[src/sv/gnd_pkg.sv]
package gnd_pkg;

  // Sizes of the dispenser and of its item fields.
  localparam int NumSlots   = 8;
  localparam int NumValues  = 8;
  localparam int ValueW     = 16;
  localparam int AmountW    = 20;
  localparam int CountW     = 16;
  localparam int SlotW      = 3;
  localparam int TxW        = 16;
  localparam int PaddrW     = 5;
  localparam int PdataW     = 32;
  localparam int RegAddrLsb = 2;
  localparam int RegIdxW    = 3;

  // The divider retires this many quotient bits per cycle.
  localparam int DivRadixBits = 2;
  localparam int DivCycles    = AmountW / DivRadixBits;
  localparam int DivCntW      = $clog2(DivCycles);

  // Command codes of an input item.
  localparam logic CmdWithdraw = 1'b0;
  localparam logic CmdSet      = 1'b1;

  typedef logic [NumValues-1:0][ValueW-1:0] value_arr_t;

  // Face values after reset, smallest slot in the lowest position.
  localparam value_arr_t ValueReset = {
    16'd500, 16'd200, 16'd100, 16'd50, 16'd20, 16'd10, 16'd5, 16'd1
  };

  typedef struct packed {
    logic               command;
    logic [AmountW-1:0] amount;
    logic [SlotW-1:0]   slot_select;
    logic [CountW-1:0]  new_count;
  } in_item_t;

  typedef struct packed {
    logic              found;
    logic [SlotW-1:0]  paid_slot;
    logic [CountW-1:0] note_number;
    logic              last;
    logic [TxW-1:0]    transaction_id;
  } out_item_t;

  // Request to and response from the shared divider.
  typedef struct packed {
    logic               start;
    logic [AmountW-1:0] dividend;
    logic [ValueW-1:0]  divisor;
  } div_req_t;

  typedef struct packed {
    logic               busy;
    logic               done;
    logic [AmountW-1:0] quotient;
    logic [ValueW-1:0]  remainder;
  } div_rsp_t;

  typedef enum logic [2:0] {
    StIdle,
    StSlot,
    StDivide,
    StEmit,
    StFail
  } gnd_state_e;

endpackage

[src/sv/gnd_div.sv]
module gnd_div (
  input  logic               clk_i,
  input  logic               rst_ni,
  input  gnd_pkg::div_req_t  req_i,
  output gnd_pkg::div_rsp_t  rsp_o
);

  logic                               busy_q, busy_d;
  logic                               done_q, done_d;
  logic [gnd_pkg::DivCntW-1:0]        cnt_q, cnt_d;
  logic [gnd_pkg::AmountW-1:0]        dvd_q, dvd_d;
  logic [gnd_pkg::ValueW-1:0]         rem_q, rem_d;
  logic [gnd_pkg::ValueW-1:0]         dvs_q, dvs_d;

  // Restoring division, DivRadixBits quotient bits per cycle, dividend shifts out
  // at the top while quotient bits shift in at the bottom.
  always_comb begin
    logic [gnd_pkg::ValueW:0]   trial;
    logic [gnd_pkg::ValueW-1:0] part;
    logic [gnd_pkg::AmountW-1:0] shreg;
    busy_d = busy_q;
    done_d = 1'b0;
    cnt_d  = cnt_q;
    dvd_d  = dvd_q;
    rem_d  = rem_q;
    dvs_d  = dvs_q;
    part   = rem_q;
    shreg  = dvd_q;
    for (int k = 0; k < gnd_pkg::DivRadixBits; k++) begin
      trial = {part, shreg[gnd_pkg::AmountW-1]};
      shreg = {shreg[gnd_pkg::AmountW-2:0], 1'b0};
      if (trial >= {1'b0, dvs_q}) begin
        trial    = trial - {1'b0, dvs_q};
        shreg[0] = 1'b1;
      end
      part = trial[gnd_pkg::ValueW-1:0];
    end
    if (busy_q) begin
      dvd_d = shreg;
      rem_d = part;
      if (cnt_q == gnd_pkg::DivCntW'(gnd_pkg::DivCycles - 1)) begin
        busy_d = 1'b0;
        done_d = 1'b1;
        cnt_d  = '0;
      end else begin
        cnt_d = cnt_q + 1'b1;
      end
    end else if (req_i.start) begin
      busy_d = 1'b1;
      cnt_d  = '0;
      dvd_d  = req_i.dividend;
      rem_d  = '0;
      dvs_d  = req_i.divisor;
    end
  end

  always_ff @(posedge clk_i or negedge rst_ni) begin
    if (!rst_ni) begin
      busy_q <= 1'b0;
      done_q <= 1'b0;
      cnt_q  <= '0;
    end else begin
      busy_q <= busy_d;
      done_q <= done_d;
      cnt_q  <= cnt_d;
    end
  end

  always_ff @(posedge clk_i) begin
    dvd_q <= dvd_d;
    rem_q <= rem_d;
    dvs_q <= dvs_d;
  end

  assign rsp_o.busy      = busy_q;
  assign rsp_o.done      = done_q;
  assign rsp_o.quotient  = dvd_q;
  assign rsp_o.remainder = rem_q;

  // A finished division leaves a remainder below a non-zero divisor.
  assert property (@(posedge clk_i) disable iff (!rst_ni)
    done_q && (dvs_q != '0) |-> rem_q < dvs_q)
    else $error("divider remainder not below divisor");

  // A start while idle always begins a division.
  assert property (@(posedge clk_i) disable iff (!rst_ni)
    req_i.start && !busy_q |=> busy_q)
    else $error("divider ignored a start");

  // The done flag is a single-cycle pulse.
  assert property (@(posedge clk_i) disable iff (!rst_ni)
    done_q |=> !done_q)
    else $error("divider done held for more than one cycle");

endmodule

[src/sv/gnd_regs.sv]
module gnd_regs (
  input  logic                        clk_i,
  input  logic                        rst_ni,
  input  logic                        psel,
  input  logic                        penable,
  input  logic                        pwrite,
  input  logic [gnd_pkg::PaddrW-1:0]  paddr,
  input  logic [gnd_pkg::PdataW-1:0]  pwdata,
  output logic [gnd_pkg::PdataW-1:0]  prdata,
  output gnd_pkg::value_arr_t         values_o
);

  gnd_pkg::value_arr_t               values_q, values_d;
  logic [gnd_pkg::RegIdxW-1:0]       reg_idx;

  assign reg_idx = paddr[gnd_pkg::RegAddrLsb +: gnd_pkg::RegIdxW];

  // Face value registers, written in the access phase of a write.
  always_comb begin
    values_d = values_q;
    if (psel && penable && pwrite) begin
      values_d[reg_idx] = pwdata[gnd_pkg::ValueW-1:0];
    end
  end

  always_ff @(posedge clk_i or negedge rst_ni) begin
    if (!rst_ni) begin
      values_q <= gnd_pkg::ValueReset;
    end else begin
      values_q <= values_d;
    end
  end

  assign prdata   = gnd_pkg::PdataW'(values_q[reg_idx]);
  assign values_o = values_q;

endmodule

[src/sv/greedy_note_dispenser.sv]
// Channel   Handshake                Payload      Moves
// in        in_valid_i / in_ready_o  in_item_i    withdraw or restock command
// out       out_valid_o / out_ready_i out_item_o  one dispensed slot or verdict
// config    psel, penable, pwrite    paddr/pwdata face value of one slot
//
// A restock item is written while the sequencer is idle. A withdraw item
// visits the slots from the top, starts a division for each slot with a
// non-zero face value that the walk reaches, then emits one result per used
// slot, or a lone result when none is used; the divider sets the pace.
// Input is taken only while the sequencer is idle; results wait in an output
// register, so a stalled output holds the sequencer in its emit states.
// Reset clears the stock, the transaction counter and all control state, and
// loads the default face values.
module greedy_note_dispenser #(
  parameter int NUM_SLOTS = gnd_pkg::NumSlots
) (
  input  logic                        clk_i,
  input  logic                        rst_ni,
  input  logic                        in_valid_i,
  output logic                        in_ready_o,
  input  gnd_pkg::in_item_t           in_item_i,
  output logic                        out_valid_o,
  input  logic                        out_ready_i,
  output gnd_pkg::out_item_t          out_item_o,
  input  logic                        psel,
  input  logic                        penable,
  input  logic                        pwrite,
  input  logic [gnd_pkg::PaddrW-1:0]  paddr,
  input  logic [gnd_pkg::PdataW-1:0]  pwdata,
  output logic [gnd_pkg::PdataW-1:0]  prdata,
  output logic                        pready
);

  localparam int SlotIdxW = (NUM_SLOTS > 1) ? $clog2(NUM_SLOTS) : 1;
  localparam int UsedW    = $clog2(NUM_SLOTS + 1);

  gnd_pkg::gnd_state_e                state_q, state_d;
  logic [SlotIdxW-1:0]                idx_q, idx_d;
  logic                               walk_end_q, walk_end_d;
  logic [gnd_pkg::AmountW-1:0]        rem_q, rem_d;
  logic [UsedW-1:0]                   used_cnt_q, used_cnt_d;
  logic [UsedW-1:0]                   ptr_q, ptr_d;
  logic [gnd_pkg::TxW-1:0]            tx_q, tx_d;
  logic                               out_valid_q, out_valid_d;
  gnd_pkg::out_item_t                 out_item_q, out_item_d;

  logic [gnd_pkg::CountW-1:0]         count_q [NUM_SLOTS];
  logic [SlotIdxW-1:0]                used_slot_q [NUM_SLOTS];
  logic [gnd_pkg::CountW-1:0]         used_num_q [NUM_SLOTS];

  logic                               stock_we;
  logic [SlotIdxW-1:0]                stock_widx;
  logic [gnd_pkg::CountW-1:0]         stock_wdata;
  logic                               used_we;
  logic [SlotIdxW-1:0]                stock_ridx;
  logic [gnd_pkg::CountW-1:0]         count_rd;
  logic [SlotIdxW-1:0]                emit_slot;
  logic [gnd_pkg::CountW-1:0]         emit_num;
  logic                               emit_last;
  logic                               out_free;
  logic                               take;
  logic [gnd_pkg::ValueW-1:0]         value_sel;

  gnd_pkg::value_arr_t                values;
  gnd_pkg::div_req_t                  div_req;
  gnd_pkg::div_rsp_t                  div_rsp;

  gnd_regs u_regs (
    .clk_i    (clk_i),
    .rst_ni   (rst_ni),
    .psel     (psel),
    .penable  (penable),
    .pwrite   (pwrite),
    .paddr    (paddr),
    .pwdata   (pwdata),
    .prdata   (prdata),
    .values_o (values)
  );

  assign pready = 1'b1;

  gnd_div u_div (
    .clk_i  (clk_i),
    .rst_ni (rst_ni),
    .req_i  (div_req),
    .rsp_o  (div_rsp)
  );

  // Lookups of the current slot and of the entry being emitted.
  assign value_sel  = values[gnd_pkg::RegIdxW'(idx_q)];
  assign emit_slot  = used_slot_q[ptr_q[SlotIdxW-1:0]];
  assign emit_num   = used_num_q[ptr_q[SlotIdxW-1:0]];
  assign emit_last  = (UsedW'(ptr_q + 1'b1) == used_cnt_q);
  assign stock_ridx = (state_q == gnd_pkg::StEmit) ? emit_slot : idx_q;
  assign count_rd   = count_q[stock_ridx];
  assign out_free   = !out_valid_q || out_ready_i;
  assign take       = (div_rsp.quotient != '0) &&
                      (div_rsp.quotient <= gnd_pkg::AmountW'(count_rd));

  // Sequencer: take restocks while idle, walk the slots from the top, then emit what was used or a not-found result.
  always_comb begin
    state_d     = state_q;
    idx_d       = idx_q;
    walk_end_d  = walk_end_q;
    rem_d       = rem_q;
    used_cnt_d  = used_cnt_q;
    ptr_d       = ptr_q;
    tx_d        = tx_q;
    out_valid_d = out_valid_q && !out_ready_i;
    out_item_d  = out_item_q;
    div_req     = '0;
    stock_we    = 1'b0;
    stock_widx  = in_item_i.slot_select[SlotIdxW-1:0];
    stock_wdata = in_item_i.new_count;
    used_we     = 1'b0;
    in_ready_o  = 1'b0;

    case (state_q)
      gnd_pkg::StIdle: begin
        in_ready_o = 1'b1;
        if (in_valid_i) begin
          if (in_item_i.command == gnd_pkg::CmdSet) begin
            stock_we = (32'(in_item_i.slot_select) < NUM_SLOTS);
          end else begin
            rem_d      = in_item_i.amount;
            idx_d      = SlotIdxW'(NUM_SLOTS - 1);
            walk_end_d = 1'b0;
            used_cnt_d = '0;
            ptr_d      = '0;
            state_d    = gnd_pkg::StSlot;
          end
        end
      end

      gnd_pkg::StSlot: begin
        if (rem_q == '0) begin
          state_d = gnd_pkg::StEmit;
        end else if (walk_end_q) begin
          state_d = gnd_pkg::StFail;
        end else if (value_sel == '0) begin
          if (idx_q == '0) begin
            walk_end_d = 1'b1;
          end else begin
            idx_d = idx_q - 1'b1;
          end
        end else begin
          div_req.start    = 1'b1;
          div_req.dividend = rem_q;
          div_req.divisor  = value_sel;
          state_d          = gnd_pkg::StDivide;
        end
      end

      gnd_pkg::StDivide: begin
        if (div_rsp.done) begin
          // Use the slot only when the whole quotient can be paid from it.
          if (take) begin
            used_we    = 1'b1;
            used_cnt_d = used_cnt_q + 1'b1;
            rem_d      = gnd_pkg::AmountW'(div_rsp.remainder);
          end
          if (idx_q == '0) begin
            walk_end_d = 1'b1;
          end else begin
            idx_d = idx_q - 1'b1;
          end
          state_d = gnd_pkg::StSlot;
        end
      end

      gnd_pkg::StEmit: begin
        if (out_free) begin
          out_valid_d               = 1'b1;
          out_item_d.found          = 1'b1;
          out_item_d.transaction_id = tx_q;
          if (used_cnt_q == '0) begin
            out_item_d.paid_slot   = '0;
            out_item_d.note_number = '0;
            out_item_d.last        = 1'b1;
            tx_d                   = tx_q + 1'b1;
            state_d                = gnd_pkg::StIdle;
          end else begin
            out_item_d.paid_slot   = gnd_pkg::SlotW'(emit_slot);
            out_item_d.note_number = emit_num;
            out_item_d.last        = emit_last;
            stock_we               = 1'b1;
            stock_widx             = emit_slot;
            stock_wdata            = count_rd - emit_num;
            if (emit_last) begin
              tx_d    = tx_q + 1'b1;
              state_d = gnd_pkg::StIdle;
            end else begin
              ptr_d = ptr_q + 1'b1;
            end
          end
        end
      end

      gnd_pkg::StFail: begin
        if (out_free) begin
          out_valid_d               = 1'b1;
          out_item_d.found          = 1'b0;
          out_item_d.paid_slot      = '0;
          out_item_d.note_number    = '0;
          out_item_d.last           = 1'b1;
          out_item_d.transaction_id = '0;
          state_d                   = gnd_pkg::StIdle;
        end
      end

      default: begin
        state_d = gnd_pkg::StIdle;
      end
    endcase
  end

  always_ff @(posedge clk_i or negedge rst_ni) begin
    if (!rst_ni) begin
      state_q     <= gnd_pkg::StIdle;
      idx_q       <= '0;
      walk_end_q  <= 1'b0;
      used_cnt_q  <= '0;
      ptr_q       <= '0;
      tx_q        <= '0;
      out_valid_q <= 1'b0;
    end else begin
      state_q     <= state_d;
      idx_q       <= idx_d;
      walk_end_q  <= walk_end_d;
      used_cnt_q  <= used_cnt_d;
      ptr_q       <= ptr_d;
      tx_q        <= tx_d;
      out_valid_q <= out_valid_d;
    end
  end

  always_ff @(posedge clk_i) begin
    rem_q      <= rem_d;
    out_item_q <= out_item_d;
  end

  // Note stock, cleared at reset.
  always_ff @(posedge clk_i or negedge rst_ni) begin
    if (!rst_ni) begin
      for (int s = 0; s < NUM_SLOTS; s++) begin
        count_q[s] <= '0;
      end
    end else if (stock_we) begin
      count_q[stock_widx] <= stock_wdata;
    end
  end

  // List of slots used by the withdraw under way.
  always_ff @(posedge clk_i) begin
    if (used_we) begin
      used_slot_q[used_cnt_q[SlotIdxW-1:0]] <= idx_q;
      used_num_q[used_cnt_q[SlotIdxW-1:0]]  <= div_rsp.quotient[gnd_pkg::CountW-1:0];
    end
  end

  assign out_valid_o = out_valid_q;
  assign out_item_o  = out_item_q;

  // Emitting a used slot never takes more notes than the stock holds.
  assert property (@(posedge clk_i) disable iff (!rst_ni)
    (state_q == gnd_pkg::StEmit) && (used_cnt_q != '0) |-> count_rd >= emit_num)
    else $error("note stock would underflow");

  // The used list never outgrows the number of slots.
  assert property (@(posedge clk_i) disable iff (!rst_ni)
    32'(used_cnt_q) <= NUM_SLOTS)
    else $error("used slot list overflow");

  // A not-found result is a lone, empty one.
  assert property (@(posedge clk_i) disable iff (!rst_ni)
    out_valid_q && !out_item_q.found |->
      out_item_q.last && (out_item_q.note_number == '0) &&
      (out_item_q.transaction_id == '0))
    else $error("malformed not-found result");

  // The divider is only started when it is free.
  assert property (@(posedge clk_i) disable iff (!rst_ni)
    div_req.start |-> !div_rsp.busy)
    else $error("divider started while busy");

endmodule

[config.mk]
export PLATFORM = sky130hd
export DESIGN_NAME = greedy_note_dispenser
export DESIGN_NICKNAME = d
export VERILOG_FILES = /design/src/sv/gnd_pkg.sv /design/src/sv/gnd_div.sv /design/src/sv/gnd_regs.sv /design/src/sv/greedy_note_dispenser.sv
export SDC_FILE = /design/constraint.sdc
export NUM_CORES = 1
export LEC_CHECK = 0
export ABC_AREA = 1
export BUFFER_PORTS_ARGS = -buffer_cell sky130_fd_sc_hd__buf_2
export CAP_MARGIN = 20
export CORE_MARGIN = 2
export CORE_UTILIZATION = 56
export CTS_CLUSTER_SIZE = 12
export DETAILED_ROUTE_END_ITERATION = 10
export PLACE_DENSITY = 0.77
export SKIP_LAST_GASP = 1
export SYNTH_ARGS = -nofsm -noshare
export SYNTH_HDL_FRONTEND = slang
export SYNTH_SLANG_ARGS = --single-unit
[constraint.sdc]
create_clock -name clk_i -period 5.25 [get_ports clk_i]
set_input_delay 1.05 -clock clk_i [delete_from_list [all_inputs] [get_ports clk_i]]
set_output_delay 1.05 -clock clk_i [all_outputs]
set_load 0.02 [all_outputs]
==> summary.txt, run 1 <==
postcts setup bufs -> 0
num rows -> 82
# port buffers -> 120
DR WL/cell -> 19.26 µm
CP startpoint -> u_div.rem_q[1]$_SDFFCE_PN0P_
DR DRC count -> 0
overall power -> 21500 µW
DR vias -> 23470
largest area contributor in the netlist -> edfxtp_1
Comb power frac -> 48.6%
total CTS buffers -> 58
die width -> 228.8 µm
largest net degree at the start of global routing -> 117
most common cell in the netlist -> nand2_1
die area -> 0.05236 mm²
FF+latch count, synth -> 555
Ports -> 156
initial antenna violation count -> 6
CTS Hold Buffers Added -> 0
Yosys cell types -> 62
RSZ-0062 raised after global routing -> false
leak pwr -> 0.01408 µW
Die Height -> 228.8 µm
final hold slack -> 469.2 ps
Arr. time, crit path -> 5150 ps
Worst setup EP type -> flip-flop
GR Overflow Total -> 0
Final Hold Viols -> 0
initial core utilization -> 56.54%
Post-synth ARST share -> 52.97%
layout cells sized above 1 -> 11.92%
detailed placer's ending HPWL -> 50590 µm
Startpoint Class -> flip-flop
worst min-delay path class -> flip-flop to flip-flop
Post-Syn Instances -> 3177
yosys warns -> 0
GRT Overall Usage -> 29.15%
CTS root buf -> clkbuf_16
# setup viols final -> 0
Worst-Margin Slew -> 1165 ps
FMAX -> 207.8 MHz
Worst slew margin -> 22.11%
Post-synth top cells -> nand2_1 (695), o21ai_0 (393), nor2_1 (295), inv_1 (291), dfrtp_1 (272)
Synth Flop Type -> dfrtp_1
outcome -> completed
Internal Pwr Total -> 12060 µW
antenna viol nets, final -> 0
CP max FO -> 16
Worst Skew -> 28.25 ps
Placed Area -> 0.02953 mm²
Post-synth EDFFs -> 261
Sink Count -> 555
Clk pwr share -> 19.2%
Pre-antenna DRT Iters -> 7
Max Cap Viol -> 0
main area contributors after synthesis -> edfxtp_1 (28%), dfrtp_1 (24%), nand2_1 (9.2%), o21ai_0 (6.9%), nor2_1 (3.9%)
Crit Path Category -> flip-flop to flip-flop
clock latency at the later pin of the worst-skew pair -> 630 ps
vias in the first global route -> 22490
switching share of power -> 43.90%
Final min period -> 4812 ps
Psw -> 9436 µW
CTS tree -> yes
Slew Viols, Final -> 0
maximum vdd drop -> 473.6 µV
area grow syn2layout -> 11.52%
CTS Buffer Depth -> 3
origin of the critical flop-to-flop path -> u_div.rem_q[1]$_SDFFCE_PN0P_
Syn Area/Cell -> 8.910 µm²
routed vias/inst -> 5.887
sequential area share after synthesis -> 53.77%
Max H-tree Level -> 2
Seq pwr share -> 32.2%
Tcrit/Tclk final -> 91.66%
first-pass GRT wire length -> 120900 µm
hold_sp -> count_q[82]$_DFFE_PN0P_
post-route cell area -> 0.03157 mm²
initial drt markers -> 2594
core area -> 0.05007 mm²
PwrDens -> 680.9 mW/mm²
post-route setup TNS -> 0 ps
Critical Path RT -> 5590 ps
Synth top area share -> 27.69%
CTS clk-pin slew, worst paths -> 60 ps
post-synthesis cell area -> 0.02831 mm²
Final nets -> 3422
final WL -> 76810 µm
GPL Wtd Cong -> 0.9349
sequential cells by signal (all words and copies together) (netlist names), 3 cells and up:
name	flops
count_q	128
u_regs.values_o	128
used_num_q	128
out_item_o	37
used_slot_q	24
rem_q	20
u_div.dvd_q	20
tx_q	16
u_div.dvs_q	16
u_div.rem_q	16
ptr_q	4
u_div.cnt_q	4
used_cnt_q	4
idx_q	3
state_q	3
through the flow:
step,util (%),std cells,setup slack (ps)
after global routing,63.04,3985,19.57
after CTS,62.87,3980,170.6
after floorplan,-,3192,173.9
after global placement,58.99,3871,326.3
after detailed placement,58.99,3871,254.3
final,63.05,3987,437.7
routing by layer:
metal	wire length (µm)	track usage, %
met1	30310	38.17
met5	26	0
met4	3737	14.39
met3	6447	4.067
met2	36290	47.95
cell type report:
type | instances | area [µm²]
Antenna cell | 2 | 5.005
Clock buffer | 96 | 1808
Clock inverter | 13 | 136.4
Fill cell | 4045 | 18500
Inverter | 319 | 1215
Multi-Input combinational cell | 2148 | 11100
Sequential cell | 555 | 15220
Tap cell | 672 | 840.8
Timing Repair Buffer | 182 | 1240
placed cells by master, fill, tap and decap left out, types with 17 or more instances in the layout:
cell type  Yosys  layout
buf_4         36      46
clkbuf_16      0      61
o211ai_1      17      17
buf_2         39     119
nor2_1       295     286
ha_1          71      71
inv_2         21      19
clkbuf_1      76      20
o21ai_0      393     391
o21ai_1      102     102
nand2_1      695     695
a21oi_1      122     122
nand3_1      130     130
dfrtp_1      272     270
nand4_1       22      22
a221oi_1      18      18
xor2_1        37      37
edfxtp_1     261     261
o22ai_1       42      42
inv_1        291     291
dfstp_2       22      22
a22oi_1       18      18
conb_1         2      17
path summary, 6_finish.rpt:
path                       slack (ps)                              end  cells after the start
max                               440    u_div.rem_q[14]$_SDFFCE_PN0P_                     25
min                               470          count_q[82]$_DFFE_PN0P_                      2
max reg2reg                       440    u_div.rem_q[14]$_SDFFCE_PN0P_                     25
min reg2reg                       470          count_q[82]$_DFFE_PN0P_                      2
max in group asynchronous        3660  u_regs.values_o[52]$_DFFE_PN1P_                      2
min in group asynchronous         490          count_q[84]$_DFFE_PN0P_                      1
kinds of logic after synthesis:
kind of cell,share of synthesized area [%]
flops,53.77
mux,0.03536
simple gates,18.05
compound gates,15.60
buf+inv,7.497
xor+xnor,1.666
other cells,0.02653
fa+ha+maj,3.350
power groups by stage:
stage / clock network [µW] / registers [µW] / logic [µW]
finish: 4140 / 6910 / 10400
floorplan: 0 / 6770 / 7550
detailed placement: 0 / 6950 / 10200
global placement: 0 / 6910 / 9880
global route: 4360 / 7030 / 11700
CTS: 4170 / 6890 / 10300
worst max-delay path, stage by stage (launching register included):
cell and delay, ps:
edfxtp_1 410, ha_1 370, a21oi_1 170, nand2_1 110, a21oi_2 260, o21ai_2 130, nand2_1 80, inv_1 40
o21ai_2 150, nand2_2 190, buf_4 250, o21ai_0 310, inv_1 90, ha_1 330, nand2_1 110, inv_1 40
nand2_1 50, nand2_1 40, a21oi_1 240, o21ai_1 160, a21boi_0 420, o21ai_0 180, xor2_1 180, nand2_1 80
nand2_1 80, nor2_1 40
repair_timing:
item                                    4_1_cts  5_1_grt
resized for setup                             0        8
endpoints found under the setup margin        0      156
hold endpoints to repair                      0        0
No activity file was read; power rests on OpenSTA's default activity.
==> run 2, diff against run 1 <==
Settings changed: REMOVE_ABC_BUFFERS from default to 1.
==> run 2 against run 1 <==
Effect of this change:
- sequential share of layout area up 0.32 points
- critical path depth down 1
- design area down 0.67%
- clock skew up 8.0 ps
- first-iteration DRC count down 7.0%
- register-to-register slack worse by 70 ps
- sequential cell count unchanged
- final cell count down 0.23%
- worst hold slack worse by 62 ps
- critical endpoint is now used_num_q[0][2]$_DFFE_PP_
==> summary.txt, run 2 (synthesis results as in run 1) <==
outcome -> completed
first-pass GRT wire length -> 121300 µm
area grow syn2layout -> 10.78%
FMAX -> 204.9 MHz
leak pwr -> 0.01397 µW
Non-Filler Instances -> 3978
die width -> 228.8 µm
detailed placer's ending HPWL -> 50840 µm
Final nets -> 3417
maximum vdd drop -> 407.7 µV
Worst-Margin Slew -> 1101 ps
largest net degree at the start of global routing -> 109
met3 track demand over resource -> 4.291%
GR Overflow Total -> 0
worst min-delay path class -> input pin to asynchronous set/reset pin
die area -> 0.05236 mm²
CTS Buffer Depth -> 3
num rows -> 82
CTS Hold Buffers Added -> 0
DR DRC count -> 0
Slew Viols, Final -> 0
routed vias/inst -> 5.879
R2R Setup Slk -> 370 ps
DR vias -> 23390
Critical Path RT -> 5530 ps
routing usage on met1 -> 38.54%
cells along the critical path -> buf_4, nand2_1, nand3_1, nand3_1, nand2_1, nand2_1, nand2_1, inv_2, buf_4, o21ai_0, o22ai_1, inv_1, o21ai_1, inv_1, ha_1, nand3_1, nor3_1, nand4_1, a21boi_1, nand3_1, nand2_1, nand3_1, nor2_2, buf_4
Crit Path Category -> flip-flop to flip-flop
# setup viols final -> 0
postcts setup bufs -> 0
setup ws final -> 369.4 ps
total CTS buffers -> 57
CTS tree -> yes
core area -> 0.05007 mm²
vias in the first global route -> 22590
initial core utilization -> 56.54%
clock latency at the later pin of the worst-skew pair -> 640 ps
CP max FO -> 19
Filler cells -> 4174
final hold slack -> 407.7 ps
CTS root buf -> clkbuf_16
worst stage delay on the critical path -> 460 ps
Worst Skew -> 36.29 ps
PwrDens -> 673.1 mW/mm²
number of gates resized after cts -> 0
Sink Count -> 555
# port buffers -> 120
GRT Overall Usage -> 29.27%
initial drt markers -> 2412
most common cell after layout, fill and taps aside -> nand2_1
Final min period -> 4881 ps
initial antenna violation count -> 2
Slowest-stage cell, CP -> dfrtp_2
pre-CTS setup slack -> 205.8 ps
layout cells sized above 1 -> 11.49%
Ports -> 156
Max H-tree Level -> 2
DR WL/cell -> 19.42 µm
antenna viol nets, final -> 0
busiest grt layer -> met2
final WL -> 77260 µm
Arr. time, crit path -> 5160 ps
placed cells -> 3867
Max Cap Viol -> 0
Die Height -> 228.8 µm
Startpoint Class -> flip-flop
Worst setup EP type -> flip-flop
routing usage on met2 -> 47.87%
Tcrit/Tclk final -> 92.96%
CTS clk-pin slew, worst paths -> 60 ps
leading cell types in the layout, fill and taps excluded -> nand2_1 (695), o21ai_0 (392), inv_1 (291)
Pre-antenna DRT Iters -> 6
GPL Wtd Cong -> 0.9247
Final Hold Viols -> 0
Worst slew margin -> 25.83%
# diodes -> 0
==> run 2: report_power, final <==
part | internal (µW) | switching, µW | total (µW)
logic | 3450 | 6860 | 10300
clock network | 2180 | 1710 | 3880
registers | 6110 | 806 | 6910
==> run 2: per-stage QoR <==
stage | cell area, µm² | util (%) | total power, µW | setup TNS, ps
2_1_floorplan | 27450 | - | 13990 | -386420
3_3_place_gp | 29440 | 58.80 | 16710 | 0
3_5_place_dp | 29470 | 58.85 | 17090 | 0
4_1_cts | 31240 | 62.40 | 21010 | 0
5_1_grt | 31360 | 62.63 | 22720 | -370.0
6_report | 31360 | 62.63 | 21110 | 0
==> run 2: metal layers <==
layer	vias up	share of wire, %
met1	11210	40
met4	4	4.6
li1	10840	-
met3	227	8.3
met2	1110	47
met5	-	0.025
==> run 2: cell type report <==
cell class / instances / area, µm² / area share, %
tap: 672 / 840.8 / 2.681
clock buffer: 96 / 1683 / 5.366
inverter: 319 / 1212 / 3.866
clock inverter: 10 / 92.59 / 0.2953
timing repair buffer: 178 / 1212 / 3.866
sequential: 555 / 15220 / 48.55
multi-input combinational: 2148 / 11090 / 35.37
==> run 2: worst max-delay path, delay by kind of cell, from the launching register on <==
| kind | cells | cell delay [ps] |
|---|---|---|
| AND/OR/NAND/NOR | 13 | 1530 |
| AO/OA/AOI/OAI | 4 | 950 |
| flip-flops | 1 | 460 |
| buffers and inverters | 6 | 1250 |
| adder cells (fa/ha/maj) | 1 | 310 |
==> run 2: worst paths after layout <==
check                                         from                         endpoint  depth (start not counted)
min reg2reg                count_q[50]$_DFFE_PN0P_          count_q[50]$_DFFE_PN0P_                          2
max                           ptr_q[0]$_DFFE_PN0P_       used_num_q[0][2]$_DFFE_PP_                         24
min in group clk_i         count_q[50]$_DFFE_PN0P_          count_q[50]$_DFFE_PN0P_                          2
min                                         rst_ni              tx_q[8]$_DFFE_PN0P_                          1
max reg2reg                   ptr_q[0]$_DFFE_PN0P_       used_num_q[0][2]$_DFFE_PP_                         24
max in group asynchronous                   rst_ni  u_regs.values_o[18]$_DFFE_PN1P_                          2
